`config.mk`:
```
export PLATFORM = sky130hd
export DESIGN_NAME = mse_front
export DESIGN_NICKNAME = d
export VERILOG_FILES = /design/src/hw/rtl/mse_pkg.sv /design/src/hw/rtl/mse_front.sv
export SDC_FILE = /design/constraint.sdc
export NUM_CORES = 1
export LEC_CHECK = 0
export BUFFER_PORTS_ARGS = -buffer_cell sky130_fd_sc_hd__buf_2
export CAP_MARGIN = 20
export CORE_AREA = 2 2 60 62
export DETAILED_ROUTE_END_ITERATION = 10
export DIE_AREA = 0 0 62 64
export PLACE_DENSITY = 0.76
export SYNTH_ARGS = -nofsm -noshare
export SYNTH_HDL_FRONTEND = slang
export SYNTH_SLANG_ARGS = --single-unit
export TNS_END_PERCENT = 100
```
`constraint.sdc`:
```
create_clock -name vclk -period 3.03
set_clock_uncertainty 0.05 [all_clocks]
set_input_delay 0.606 -clock vclk [all_inputs]
set_output_delay 0.606 -clock vclk [all_outputs]
set_load 0.05 [all_outputs]
```
`src/hw/rtl/mse_pkg.sv`:
```
// Shared types, codes and constants for the execute unit.
// No dependencies; every other RTL file except mse_ram imports this package.
`default_nettype none

package mse_pkg;

    localparam int unsigned MemWordsDefault   = 65536;
    localparam int unsigned QueueDepthDefault = 2;

    localparam int unsigned DataW = 32;
    localparam int unsigned PcW   = 19;
    localparam int unsigned RegAW = 5;
    localparam int unsigned TgtW  = 18;
    localparam int unsigned ErrW  = 3;
    localparam int unsigned NumRegs = 32;

    localparam logic [RegAW-1:0] RegZero = 5'd0;
    localparam logic [RegAW-1:0] RegSp   = 5'd29;
    localparam logic [DataW-1:0] SpReset = 32'd262140;

    // Instruction function codes as they arrive on the input stream.
    localparam logic [3:0] FUNC_ADD  = 4'd0;
    localparam logic [3:0] FUNC_SUB  = 4'd1;
    localparam logic [3:0] FUNC_MUL  = 4'd2;
    localparam logic [3:0] FUNC_BEQ  = 4'd3;
    localparam logic [3:0] FUNC_BNE  = 4'd4;
    localparam logic [3:0] FUNC_SLT  = 4'd5;
    localparam logic [3:0] FUNC_ADDI = 4'd6;
    localparam logic [3:0] FUNC_LW   = 4'd7;
    localparam logic [3:0] FUNC_SW   = 4'd8;
    localparam logic [3:0] FUNC_J    = 4'd9;

    // Error codes of a result word.
    localparam logic [ErrW-1:0] ERR_NONE   = 3'd0;
    localparam logic [ErrW-1:0] ERR_AREA   = 3'd1;
    localparam logic [ErrW-1:0] ERR_ALIGN  = 3'd2;
    localparam logic [ErrW-1:0] ERR_BEYOND = 3'd3;
    localparam logic [ErrW-1:0] ERR_LABEL  = 3'd4;

    typedef enum logic [3:0] {
        OP_ADD, OP_SUB, OP_MUL, OP_BEQ, OP_BNE, OP_SLT,
        OP_ADDI, OP_LW, OP_SW, OP_J, OP_NOP
    } t_op;

    // Classified instruction as it travels through the queue.
    typedef struct packed {
        t_op              op;
        logic [RegAW-1:0] rd;
        logic [RegAW-1:0] ra;
        logic [RegAW-1:0] rb_port;  // rb, or rd for a store's data
        logic [DataW-1:0] imm;
        logic             mul_imm;
        logic             has_base;
        logic [TgtW-1:0]  target;
        logic             known;
    } t_item;

    function automatic logic [DataW-1:0] rf_reset_value(input logic [RegAW-1:0] idx);
        rf_reset_value = (idx == RegSp) ? SpReset : '0;
    endfunction

endpackage

`default_nettype wire

```
`src/hw/rtl/mse_front.sv`:
```
// Front end: accept instruction words and classify them for the queue.
// Depends on mse_pkg.
`default_nettype none

module mse_front import mse_pkg::*; (
    input  wire logic        i_tvalid,
    output      logic        o_tready,
    input  wire logic [71:0] i_tdata,
    input  wire logic [3:0]  i_tuser,
    input  wire logic        i_enable,
    input  wire logic        i_q_full,
    output      logic        o_push,
    output      t_item       o_item
);

    t_op op;

    always_comb begin
        unique case (i_tuser)
            FUNC_ADD:  op = OP_ADD;
            FUNC_SUB:  op = OP_SUB;
            FUNC_MUL:  op = OP_MUL;
            FUNC_BEQ:  op = OP_BEQ;
            FUNC_BNE:  op = OP_BNE;
            FUNC_SLT:  op = OP_SLT;
            FUNC_ADDI: op = OP_ADDI;
            FUNC_LW:   op = OP_LW;
            FUNC_SW:   op = OP_SW;
            FUNC_J:    op = OP_J;
            default:   op = OP_NOP;  // nop and unused codes
        endcase
    end

    always_comb begin
        o_item.op       = op;
        o_item.rd       = i_tdata[4:0];
        o_item.ra       = i_tdata[9:5];
        // a store reads its data register on the second port
        o_item.rb_port  = (op == OP_SW) ? i_tdata[4:0] : i_tdata[14:10];
        o_item.imm      = i_tdata[46:15];
        o_item.mul_imm  = i_tdata[47];
        o_item.has_base = i_tdata[48];
        o_item.target   = i_tdata[66:49];
        o_item.known    = i_tdata[67];
    end

    assign o_tready = i_enable & ~i_q_full;
    assign o_push   = i_tvalid & o_tready;

endmodule

`default_nettype wire

```
==> results.ini <==
[status]
outcome=complete, no violations

[detailed_routing]
ant_nets=0
drtIter0Drc=2
drcViolationCount=0
wire_per_inst_um=10.4
vias=287
viasPerCell=3.15
drtPass1Iterations=2
wirelength_um=950

[global_route]
grt_pass1_wl_mm=1.21
grt_pass1_vias=264
antenna_found_initial=0
grtUsageTotal_pct=3.88
gr-total-overflow=0
grt_max_degree=6

[logic_synthesis]
syn_nets=155
synth_common_cells=buf_4, mux2_2, and2_1, nor2b_1
synthCells=76
synth_area_leader_cell=buf_4
ys_types=7
ys_warn_count=0
ys_seq_area_share_pct=0
yosysTopAreaCellShare_pct=80.3
syn_area_per_cell_um2=7.87
syn-cell-area_um2=598
synth_area_leaders=buf_4, mux2_2, nor4b_4
yosys.cell_count.top_type=buf_4

[critical_path]
cp_max_fo=5
worstSetupStartpoint=i_tuser[2]
cp.required_ns=2.37
cp-end-kind=output port
cp_data_arrival_time_ns=1.77
crit_type=in -> out
start_kind=input pin

[power_and_ir_drop]
power.density_mw_per_mm2=231
power.total_uw=78.6
ir_worst_vdd_mv=0.0748
leakage_uw=0.000175

[sta]
worst_slew_pin_slew_ns=0.413
fin_crit_ns=2.42
finalCritPeriodShare_pct=80.0
grt_setup_unrepaired=false
finalSetupTns_ns=0
setup_viol=0
slew_violations=0
max_slew_margin_pct=72.3
finalHoldViolations=0
fmax_mhz=412

[cells_and_area]
register_area_um2=0
drive_gt1_share_pct=86.7
seq_cells=0
final_nets=126
fin_cells=91
diodes=0
final.clkbuf_count=0
areaGrowthSynthToFinish_pct=-43.1
fillers=390

[placed_design]
place_inst=91
dpl.hpwl_um=881
port_buffers=33
gp_congestion=0.669

[clocking]
cts_setup_buffers=0
cts_hold_buffers=0
cts_resized=0

[floorplan]
die_y_um=64
die_w_um=62
coreArea_mm2=0.00328
fp-row-count=21
ioPinCount=153
die-area_mm2=0.00397
initial_core_util_pct=18.2

[min_path]
min_to=o_item[11]
hold_depth=0
hold_class=in -> out
hold_path.startpoint=i_tdata[59]

[job]
max-cap-violations=0

==> cell families (layout without fill, tap and decap cells) <==
logic type,Yosys count,count (layout),share of synthesized area (%)
AND/OR/NAND/NOR,5,5,8.16
buffers and inverters,64,33,80.3
multiplexers,5,5,9.41
AO/OA/AOI/OAI,2,2,2.09
==> metrics by stage <==
step / util, % / cell area (um^2) / setup slack, ns / hold slack [ns]
after global placement: 10.4 / 340 / 0.588 / 1.16
after detailed placement: 10.4 / 340 / 0.584 / 1.16
final: 10.4 / 340 / 0.605 / 1.16
after CTS: 10.4 / 340 / 0.583 / 1.16
after floorplan: - / 598 / 0.496 / 1.33
after global routing: 10.4 / 340 / 0.523 / 1.16
==> final cells by class <==
type | instances | area (um^2) | area share, %
Tap cell | 46 | 57.6 | 16.9
Multi-Input combinational cell | 12 | 118 | 34.6
Timing Repair Buffer | 33 | 165 | 48.5
==> worst max-delay path, cell delays in order <==
cell     delay (ns)
buf_2          0.13
nor4b_4        0.44
mux2_2         0.38
buf_2          0.21
==> cell usage in the layout, fill, tap and decap left out, drive strengths merged <==
master,instances
a21o,1
and2,2
nor2b,2
nor4b,1
o21ai,1
buf,33
mux2,5
==> how the worst max path moves through the flow <==
stage	to	slack, ns	cells past startpoint
2_1_floorplan	o_push	0.50	2
3_5_place_dp	o_item[54]	0.58	4
6_report	o_item[54]	0.61	4
5_1_grt	o_item[55]	0.52	4
3_3_place_gp	o_item[55]	0.59	4
4_1_cts	o_item[55]	0.58	4
==> layer usage <==
metal / GRT usage [%] / routed length, um
met1: 3.15 / 252
met5: 0 / 0
met4: 3.99 / 87
met3: 4.05 / 260
met2: 4.82 / 351
==> power breakdown <==
group          switching (uW)  internal (uW)
combinational            56.2           22.4
sequential                  0              0
clock                       0              0
total                    56.2           22.4
Power figures use the tool's default switching activity.
