--- src/hw/rtl/mse_pkg.sv ---
// Shared types, codes and constants for the execute unit.
// No dependencies; every other RTL file except mse_ram imports this package.
`default_nettype none

package mse_pkg;

    localparam int unsigned MemWordsDefault   = 65536;
    localparam int unsigned QueueDepthDefault = 2;

    localparam int unsigned DataW = 32;
    localparam int unsigned PcW   = 19;
    localparam int unsigned RegAW = 5;
    localparam int unsigned TgtW  = 18;
    localparam int unsigned ErrW  = 3;
    localparam int unsigned NumRegs = 32;

    localparam logic [RegAW-1:0] RegZero = 5'd0;
    localparam logic [RegAW-1:0] RegSp   = 5'd29;
    localparam logic [DataW-1:0] SpReset = 32'd262140;

    // Instruction function codes as they arrive on the input stream.
    localparam logic [3:0] FUNC_ADD  = 4'd0;
    localparam logic [3:0] FUNC_SUB  = 4'd1;
    localparam logic [3:0] FUNC_MUL  = 4'd2;
    localparam logic [3:0] FUNC_BEQ  = 4'd3;
    localparam logic [3:0] FUNC_BNE  = 4'd4;
    localparam logic [3:0] FUNC_SLT  = 4'd5;
    localparam logic [3:0] FUNC_ADDI = 4'd6;
    localparam logic [3:0] FUNC_LW   = 4'd7;
    localparam logic [3:0] FUNC_SW   = 4'd8;
    localparam logic [3:0] FUNC_J    = 4'd9;

    // Error codes of a result word.
    localparam logic [ErrW-1:0] ERR_NONE   = 3'd0;
    localparam logic [ErrW-1:0] ERR_AREA   = 3'd1;
    localparam logic [ErrW-1:0] ERR_ALIGN  = 3'd2;
    localparam logic [ErrW-1:0] ERR_BEYOND = 3'd3;
    localparam logic [ErrW-1:0] ERR_LABEL  = 3'd4;

    typedef enum logic [3:0] {
        OP_ADD, OP_SUB, OP_MUL, OP_BEQ, OP_BNE, OP_SLT,
        OP_ADDI, OP_LW, OP_SW, OP_J, OP_NOP
    } t_op;

    // Classified instruction as it travels through the queue.
    typedef struct packed {
        t_op              op;
        logic [RegAW-1:0] rd;
        logic [RegAW-1:0] ra;
        logic [RegAW-1:0] rb_port;  // rb, or rd for a store's data
        logic [DataW-1:0] imm;
        logic             mul_imm;
        logic             has_base;
        logic [TgtW-1:0]  target;
        logic             known;
    } t_item;

    function automatic logic [DataW-1:0] rf_reset_value(input logic [RegAW-1:0] idx);
        rf_reset_value = (idx == RegSp) ? SpReset : '0;
    endfunction

endpackage

`default_nettype wire

--- src/hw/rtl/mse_fifo.sv ---
// Short queue of classified instructions between front and back ends.
// Depends on mse_pkg.
`default_nettype none

module mse_fifo import mse_pkg::*; #(
    parameter int unsigned DEPTH = QueueDepthDefault,
    localparam int unsigned PW   = (DEPTH > 1) ? $clog2(DEPTH) : 1,
    localparam int unsigned CW   = $clog2(DEPTH + 1)
) (
    input  wire logic  i_clk,
    input  wire logic  i_rst_n,
    input  wire logic  i_push,
    input  wire t_item i_item,
    output      logic  o_full,
    input  wire logic  i_pop,
    output      logic  o_valid,
    output      t_item o_item
);

    localparam logic [PW-1:0] LastPtr = PW'(DEPTH - 1);
    localparam logic [CW-1:0] Full    = CW'(DEPTH);

    t_item           r_store [DEPTH];
    logic [PW-1:0]   r_wr_ptr, n_wr_ptr;
    logic [PW-1:0]   r_rd_ptr, n_rd_ptr;
    logic [CW-1:0]   r_count,  n_count;

    always_comb begin
        n_wr_ptr = r_wr_ptr;
        n_rd_ptr = r_rd_ptr;
        n_count  = r_count;
        if (i_push) begin
            n_wr_ptr = (r_wr_ptr == LastPtr) ? '0 : r_wr_ptr + 1'b1;
        end
        if (i_pop) begin
            n_rd_ptr = (r_rd_ptr == LastPtr) ? '0 : r_rd_ptr + 1'b1;
        end
        if (i_push && !i_pop) begin
            n_count = r_count + 1'b1;
        end else if (!i_push && i_pop) begin
            n_count = r_count - 1'b1;
        end
    end

    always_ff @(posedge i_clk) begin
        if (!i_rst_n) begin
            r_wr_ptr <= '0;
            r_rd_ptr <= '0;
            r_count  <= '0;
        end else begin
            r_wr_ptr <= n_wr_ptr;
            r_rd_ptr <= n_rd_ptr;
            r_count  <= n_count;
        end
    end

    always_ff @(posedge i_clk) begin
        if (i_push) begin
            r_store[r_wr_ptr] <= i_item;
        end
    end

    assign o_full  = (r_count == Full);
    assign o_valid = (r_count != '0);
    assign o_item  = r_store[r_rd_ptr];

endmodule

`default_nettype wire

--- config.mk ---
export PLATFORM = sky130hd
export DESIGN_NAME = mse_fifo
export DESIGN_NICKNAME = d
export VERILOG_FILES = /design/src/hw/rtl/mse_pkg.sv /design/src/hw/rtl/mse_fifo.sv
export SDC_FILE = /design/constraint.sdc
export NUM_CORES = 1
export LEC_CHECK = 0
export BUFFER_PORTS_ARGS = -buffer_cell sky130_fd_sc_hd__buf_4
export CAP_MARGIN = 10
export CORE_MARGIN = 1.5
export CORE_UTILIZATION = 25
export CTS_CLUSTER_DIAMETER = 40
export DETAILED_ROUTE_END_ITERATION = 10
export HOLD_SLACK_MARGIN = 0.12
export SYNTH_ARGS = -nofsm -noshare
export SYNTH_HDL_FRONTEND = slang
export SYNTH_SLANG_ARGS = --single-unit
export TNS_END_PERCENT = 50
--- constraint.sdc ---
create_clock -name i_clk -period 4 [get_ports i_clk]
set_input_delay 0.2 -clock i_clk [delete_from_list [all_inputs] [get_ports i_clk]]
set_output_delay 0.2 -clock i_clk [all_outputs]
set_load 0.005 [all_outputs]
==> results of run 1 <==
[cell families (layout without fill, tap and decap cells)]
kind of cell,count (synthesis),in the layout,synth area share [%]
flip-flops,149,149,81.3
multiplexers,72,72,14.9
AND/OR/NAND/NOR,9,9,1.08
buffers and inverters,9,258,1.66
AO/OA/AOI/OAI,3,3,0.368
XOR/XNOR,3,3,0.483
adder cells (fa/ha/maj),1,1,0.230
[power breakdown]
| group | internal (uW) | leakage, uW | switching, uW |
|---|---|---|---|
| clock network | 1040 | 0.000292 | 589 |
| registers | 1800 | 0.00139 | 48.0 |
| logic | 274 | 0.00138 | 145 |
| total | 3120 | 0.00307 | 782 |
[Yosys cell counts (all sizes together)]
library cell	number	area share (%)
a21boi	1	0.14
and2	4	0.46
and2b	1	0.16
buf	8	1.6
dfxtp	5	1.8
edfxtp	144	79
ha	1	0.23
inv	1	0.069
mux2	72	15
nor2b	2	0.23
o21a	1	0.14
o21ai	1	0.092
or2	1	0.12
or3	1	0.12
xnor2	1	0.16
xor2	2	0.32
[cells in the final DEF, fill, tap and decap left out, types with 2 or more instances in the layout]
master         count
buf_4            149
edfxtp_1         144
dlygate4sd3_1     76
mux2_2            72
clkbuf_16         17
clkbuf_1           4
bufinv_16          4
dfxtp_1            4
and2_1             3
clkinv_2           3
xor2_1             2
clkinv_4           2
[critical path: cells and delay by family, from the launching register on]
family	cells	cell delay, ns
buffers and inverters	1	0.14
multiplexers	1	0.45
flip-flops	1	1.00
[per-layer routing]
layer | wire (um) | up-vias | track usage (%)
met5 | 0 | - | 0
met3 | 584 | 10 | 3.15
li1 | - | 1441 | -
met4 | 140 | 0 | 3.87
met2 | 5650 | 99 | 17.2
met1 | 4780 | 1499 | 11.3
[stage by stage]
stage	setup WS, ns	total power (uW)
4_1_cts	1.68	3960
3_3_place_gp	2.13	2240
5_1_grt	1.62	4050
2_1_floorplan	1.36	2030
6_report	1.75	3900
3_5_place_dp	2.05	2250
[registers in the layout, indices dropped and copies added (netlist names), named ones only]
name,cells
r_count,2
r_store,144
r_rd_ptr,1
r_wr_ptr,1
[area by class of cell]
cell class                      instances  area, um^2  area share (%)
Clock buffer                           21         440            5.36
Multi-Input combinational cell         88         938            11.4
Clock inverter                         10         156            1.90
Timing Repair Buffer                  226        1900            23.1
Tap cell                              275         344            4.19
Inverter                                1        3.75          0.0457
Sequential cell                       149        4430            53.9
[worst max-delay path by stage]
| stage | from | end | slack (ns) | depth (start not counted) |
|---|---|---|---|---|
| 2_1_floorplan | r_wr_ptr$_SDFFE_PN0P_ | r_store[0][0]$_DFFE_PP_ | 1.36 | 1 |
| 3_3_place_gp | i_push | r_store[0][4]$_DFFE_PP_ | 2.13 | 3 |
| 3_5_place_dp | i_push | r_store[0][7]$_DFFE_PP_ | 2.05 | 3 |
| 4_1_cts | register | o_item[54] | 1.68 | 2 |
| 5_1_grt | register | o_item[54] | 1.62 | 2 |
| 6_report | register | o_item[54] | 1.75 | 2 |
[timing repair]
item / 4_1_cts / 5_1_grt
gates resized for setup: 0 / 0
hold buffers: 76 / 0
endpoints found under the hold margin: 149 / 0
==> impl_metrics.env, run 1 <==
export IMPL_drtIter0Drc=94
export IMPL_grt_max_degree=73
export IMPL_finalMaxSlewViolations=0
export IMPL_routed_wl_um=11200
export IMPL_stdcell_count=770
export IMPL_dp_hpwl_um=6680
export IMPL_rr_startpoint="r_wr_ptr$_SDFFE_PN0P_"
export IMPL_hp_class="input pin to register"
export IMPL_final_nets=560
export IMPL_drcViolationCount=0
export IMPL_r2r_end="r_store[0][70]$_DFFE_PP_"
export IMPL_core_mm2=0.0212
export IMPL_holdPathEnd="r_store[0][60]$_DFFE_PP_"
export IMPL_fin_crit_sh_pct=56.2
export IMPL_start_util_pct=25.6
export IMPL_timing_max_cap_violations=0
export IMPL_synth_warnings=0
export IMPL_io_buffers=149
export IMPL_area_growth_pct=50.9
export IMPL_relSlewSlack_pct=24.1
export IMPL_hold_ws_ns=0.513
export IMPL_regToRegSetupSlack_ns=2.10
export IMPL_grt_pass1_vias=3329
export IMPL_die_x_um=151
export IMPL_tightest_slew_ns=1.14
export IMPL_vias_per_cell=3.96
export IMPL_p_leak_uw=0.00307
export IMPL_grt_pass1_wl_um=16800
export IMPL_ant_nets=0
export IMPL_placed_area_mm2=0.00685
export IMPL_vias=3049
export IMPL_htree_levels=4
export IMPL_hold_path_cell_count=2
export IMPL_wl_per_cell_um=14.5
export IMPL_hold_viol=0
export IMPL_grt_ovfl_total=0
export IMPL_design_area_mm2=0.00821
export IMPL_fill_cells=1986
export IMPL_post_cts_buffers=0
export IMPL_worst_path_max_fanout=72
export IMPL_clk_path_buf_depth=2
export IMPL_clock_sinks=149
export IMPL_slowest_delay_ns=1.00
export IMPL_ys_seq_area_share_pct=81.3
export IMPL_io_pins=150
export IMPL_drive_gt1_share_pct=51.1
export IMPL_syn_inst=246
export IMPL_ir_drop_v=0.000255
export IMPL_place_gp_congestion=0.652
export IMPL_antenna_found_initial=0
export IMPL_num_rows=53
export IMPL_die_area_mm2=0.0227
export IMPL_crit_chain="mux2_2, buf_4"
export IMPL_utilization_pct=38.7
export IMPL_holdCritStartpoint="i_item[60]"
export IMPL_arrival_ns=2.05
export IMPL_die_height_um=151
export IMPL_cp_required_ns=3.80
export IMPL_max_freq_mhz=445
export IMPL_status="finished clean"
export IMPL_grt_usage_pct=9.91
export IMPL_slowest_stage="dfxtp_4"
export IMPL_rr_worst_depth=2
export IMPL_syn_avg_cell_area_um2=22.1
export IMPL_period_minus_slack_ns=2.25
export IMPL_cts_reportedPaths_clkPinSlew_ns=0.06
export IMPL_antenna_cells=0
export IMPL_insertion_delay_ns=0.41
export IMPL_setup_tns_ns=0
export IMPL_path_class="register to primary output"
export IMPL_power_density_mw_per_mm2=475
export IMPL_syn_area_mm2=0.00544
export IMPL_end_kind="primary output"
export IMPL_first_pass_iters=4
export IMPL_dp_cells=663
export IMPL_yosysUniqueCellTypes=17
export IMPL_cts_buffers=17
export IMPL_setup_violations_final=0
export IMPL_syn_nets=323
export IMPL_rsz0062_at_grt="false"
export IMPL_cts_root_buffer="clkbuf_16"
export IMPL_final_setup_skew_ns=0.00614
export IMPL_tritoncts="done"
export IMPL_ys_ff_latch=149
export IMPL_startpoint_type="register"
Note: power is estimated with default switching activity, not from simulation.
==> run 2: changes to the inputs <==
==> constraint.sdc (replaced) <==
create_clock -name i_clk -period 1.9 [get_ports i_clk]
set_input_delay 0.095 -clock i_clk [delete_from_list [all_inputs] [get_ports i_clk]]
set_output_delay 0.095 -clock i_clk [all_outputs]
set_load 0.005 [all_outputs]
==> run 2 against run 1 <==
Via count is 0.46% lower. Flip-flop and latch count stayed put. Largest power group unchanged. Core utilization is 0.17 points higher.
==> impl_metrics.env, run 2 (synthesized netlist as in run 1, its figures left out) <==
export IMPL_startpoint_type="register"
export IMPL_crit_end="o_item[30]"
export IMPL_rr_worst_depth=2
export IMPL_vias_per_cell=3.92
export IMPL_hold_viol=0
export IMPL_hp_class="input pin to register"
export IMPL_area_growth_pct=51.5
export IMPL_grt_ovfl_total=0
export IMPL_die_area_mm2=0.0227
export IMPL_ir_drop_v=0.000534
export IMPL_final_setup_skew_ns=0.00771
export IMPL_final_cell_mix="buf_4 (150), edfxtp_1 (144), dlygate4sd3_1 (75)"
export IMPL_regToRegSetupSlack_ns=0.57
export IMPL_final_nets=563
export IMPL_arrival_ns=1.57
export IMPL_grt_pass1_wl_um=17200
export IMPL_vias=3035
export IMPL_relSlewSlack_pct=69.3
export IMPL_io_buffers=149
export IMPL_place_gp_congestion=0.670
export IMPL_finalMaxSlewViolations=0
export IMPL_cts_buffers=17
export IMPL_setup_violations_final=0
export IMPL_insertion_delay_ns=0.41
export IMPL_drtIter0Drc=109
export IMPL_r2r_end="r_store[1][5]$_DFFE_PP_"
export IMPL_rsz0062_at_grt="false"
export IMPL_cp_required_ns=1.80
export IMPL_grt_pass1_vias=3409
export IMPL_worst_path_max_fanout=41
export IMPL_clk_path_buf_depth=2
export IMPL_path_class="register to primary output"
export IMPL_top_regs="r_store x144, r_count x2"
export IMPL_io_pins=150
export IMPL_rr_startpoint="r_wr_ptr$_SDFFE_PN0P_"
export IMPL_die_x_um=151
export IMPL_num_rows=53
export IMPL_setup_tns_ns=0
export IMPL_dp_hpwl_um=6730
export IMPL_fin_crit_sh_pct=87.8
export IMPL_mostFrequentLayoutCell="buf_4"
export IMPL_htree_levels=4
export IMPL_largest_reg_flops=144
export IMPL_grt_max_degree=74
export IMPL_routed_wl_um=11300
export IMPL_core_mm2=0.0212
export IMPL_grt_usage_pct=10.2
export IMPL_cts_reportedPaths_clkPinSlew_ns=0.06
export IMPL_wl_per_cell_um=14.7
export IMPL_p_total_uw=8070
export IMPL_status="finished clean"
export IMPL_max_freq_mhz=599
export IMPL_antenna_found_initial=0
export IMPL_tightest_slew_ns=0.460
export IMPL_antenna_cells=0
export IMPL_p_leak_uw=0.00308
export IMPL_tritoncts="done"
export IMPL_drive_gt1_share_pct=51.5
export IMPL_top_register="r_store"
export IMPL_start_util_pct=25.6
export IMPL_drcViolationCount=0
export IMPL_power_density_mw_per_mm2=979
export IMPL_ant_nets=0
export IMPL_period_minus_slack_ns=1.67
export IMPL_timing_max_cap_violations=0
export IMPL_clock_sinks=149
export IMPL_first_pass_iters=4
export IMPL_cts_root_buffer="clkbuf_16"
export IMPL_end_kind="primary output"
export IMPL_die_height_um=151
-- run 2: cell types whose count changed in the layout (fill, tap and decap cells not counted), sizes merged --
cell         previous run  this run
buf                   150       154
bufinv                  4         3
clkinv                  6         7
clkinvlp                0         1
dlygate4sd3            76        75
-- run 2: power breakdown --
part	internal (uW)	switching, uW	total (uW)	leakage, uW
clock	2050	1220	3270	0.000280
sequential	3800	43.8	3840	0.00139
combinational	594	368	962	0.00141
-- run 2: routing by layer --
layer,share of wire (%),track usage [%],vias to the layer above
li1,-,-,1447
met1,41,11.1,1487
met2,53,18.5,93
met3,5.3,3.27,8
met4,1.0,3.53,0
met5,0,0,-
-- run 2: what timing repair did --
item | CTS | global route
resized for setup | 0 | 0
endpoints found under the hold margin | 149 | 0
buffers inserted | 0 | 0
hold buffers | 75 | 0
-- run 2: worst min-delay path by stage --
| stage | cells past startpoint | start | endpoint |
|---|---|---|---|
| detailed placement | 1 | i_item[21] | r_store[1][21]$_DFFE_PP_ |
| global route | 2 | i_item[62] | r_store[0][62]$_DFFE_PP_ |
| CTS | 2 | i_item[34] | r_store[0][34]$_DFFE_PP_ |
| global placement | 1 | i_item[34] | r_store[0][34]$_DFFE_PP_ |
| floorplan | 0 | i_item[0] | r_store[0][0]$_DFFE_PP_ |
| finish | 2 | i_item[35] | r_store[1][35]$_DFFE_PP_ |
-- run 2: layout make-up --
type                       count  area (um^2)
timing repair buffer         229         1960
clock inverter                11          134
multi-input combinational     88          938
inverter                       1         3.75
clock buffer                  21          440
fill                        1968        13000
sequential                   149         4430
tap                          275          344
-- run 2: worst max-delay path, stage by stage (launching register included) --
cell	delay, ns
dfxtp_4	0.37
buf_12	0.22
mux2_2	0.38
buf_4	0.14
-- run 2: stage by stage --
stage	hold slack [ns]	util [%]	cells	worst slack (ns)	cell area, um^2
6_report	0.418	38.9	774	0.231	8250
2_1_floorplan	0.194	-	246	-0.609	5450
4_1_cts	0.389	38.9	774	0.200	8250
3_3_place_gp	0.281	32.6	667	0.592	6920
5_1_grt	0.400	38.9	774	0.164	8250
3_5_place_dp	0.284	32.6	667	0.553	6920
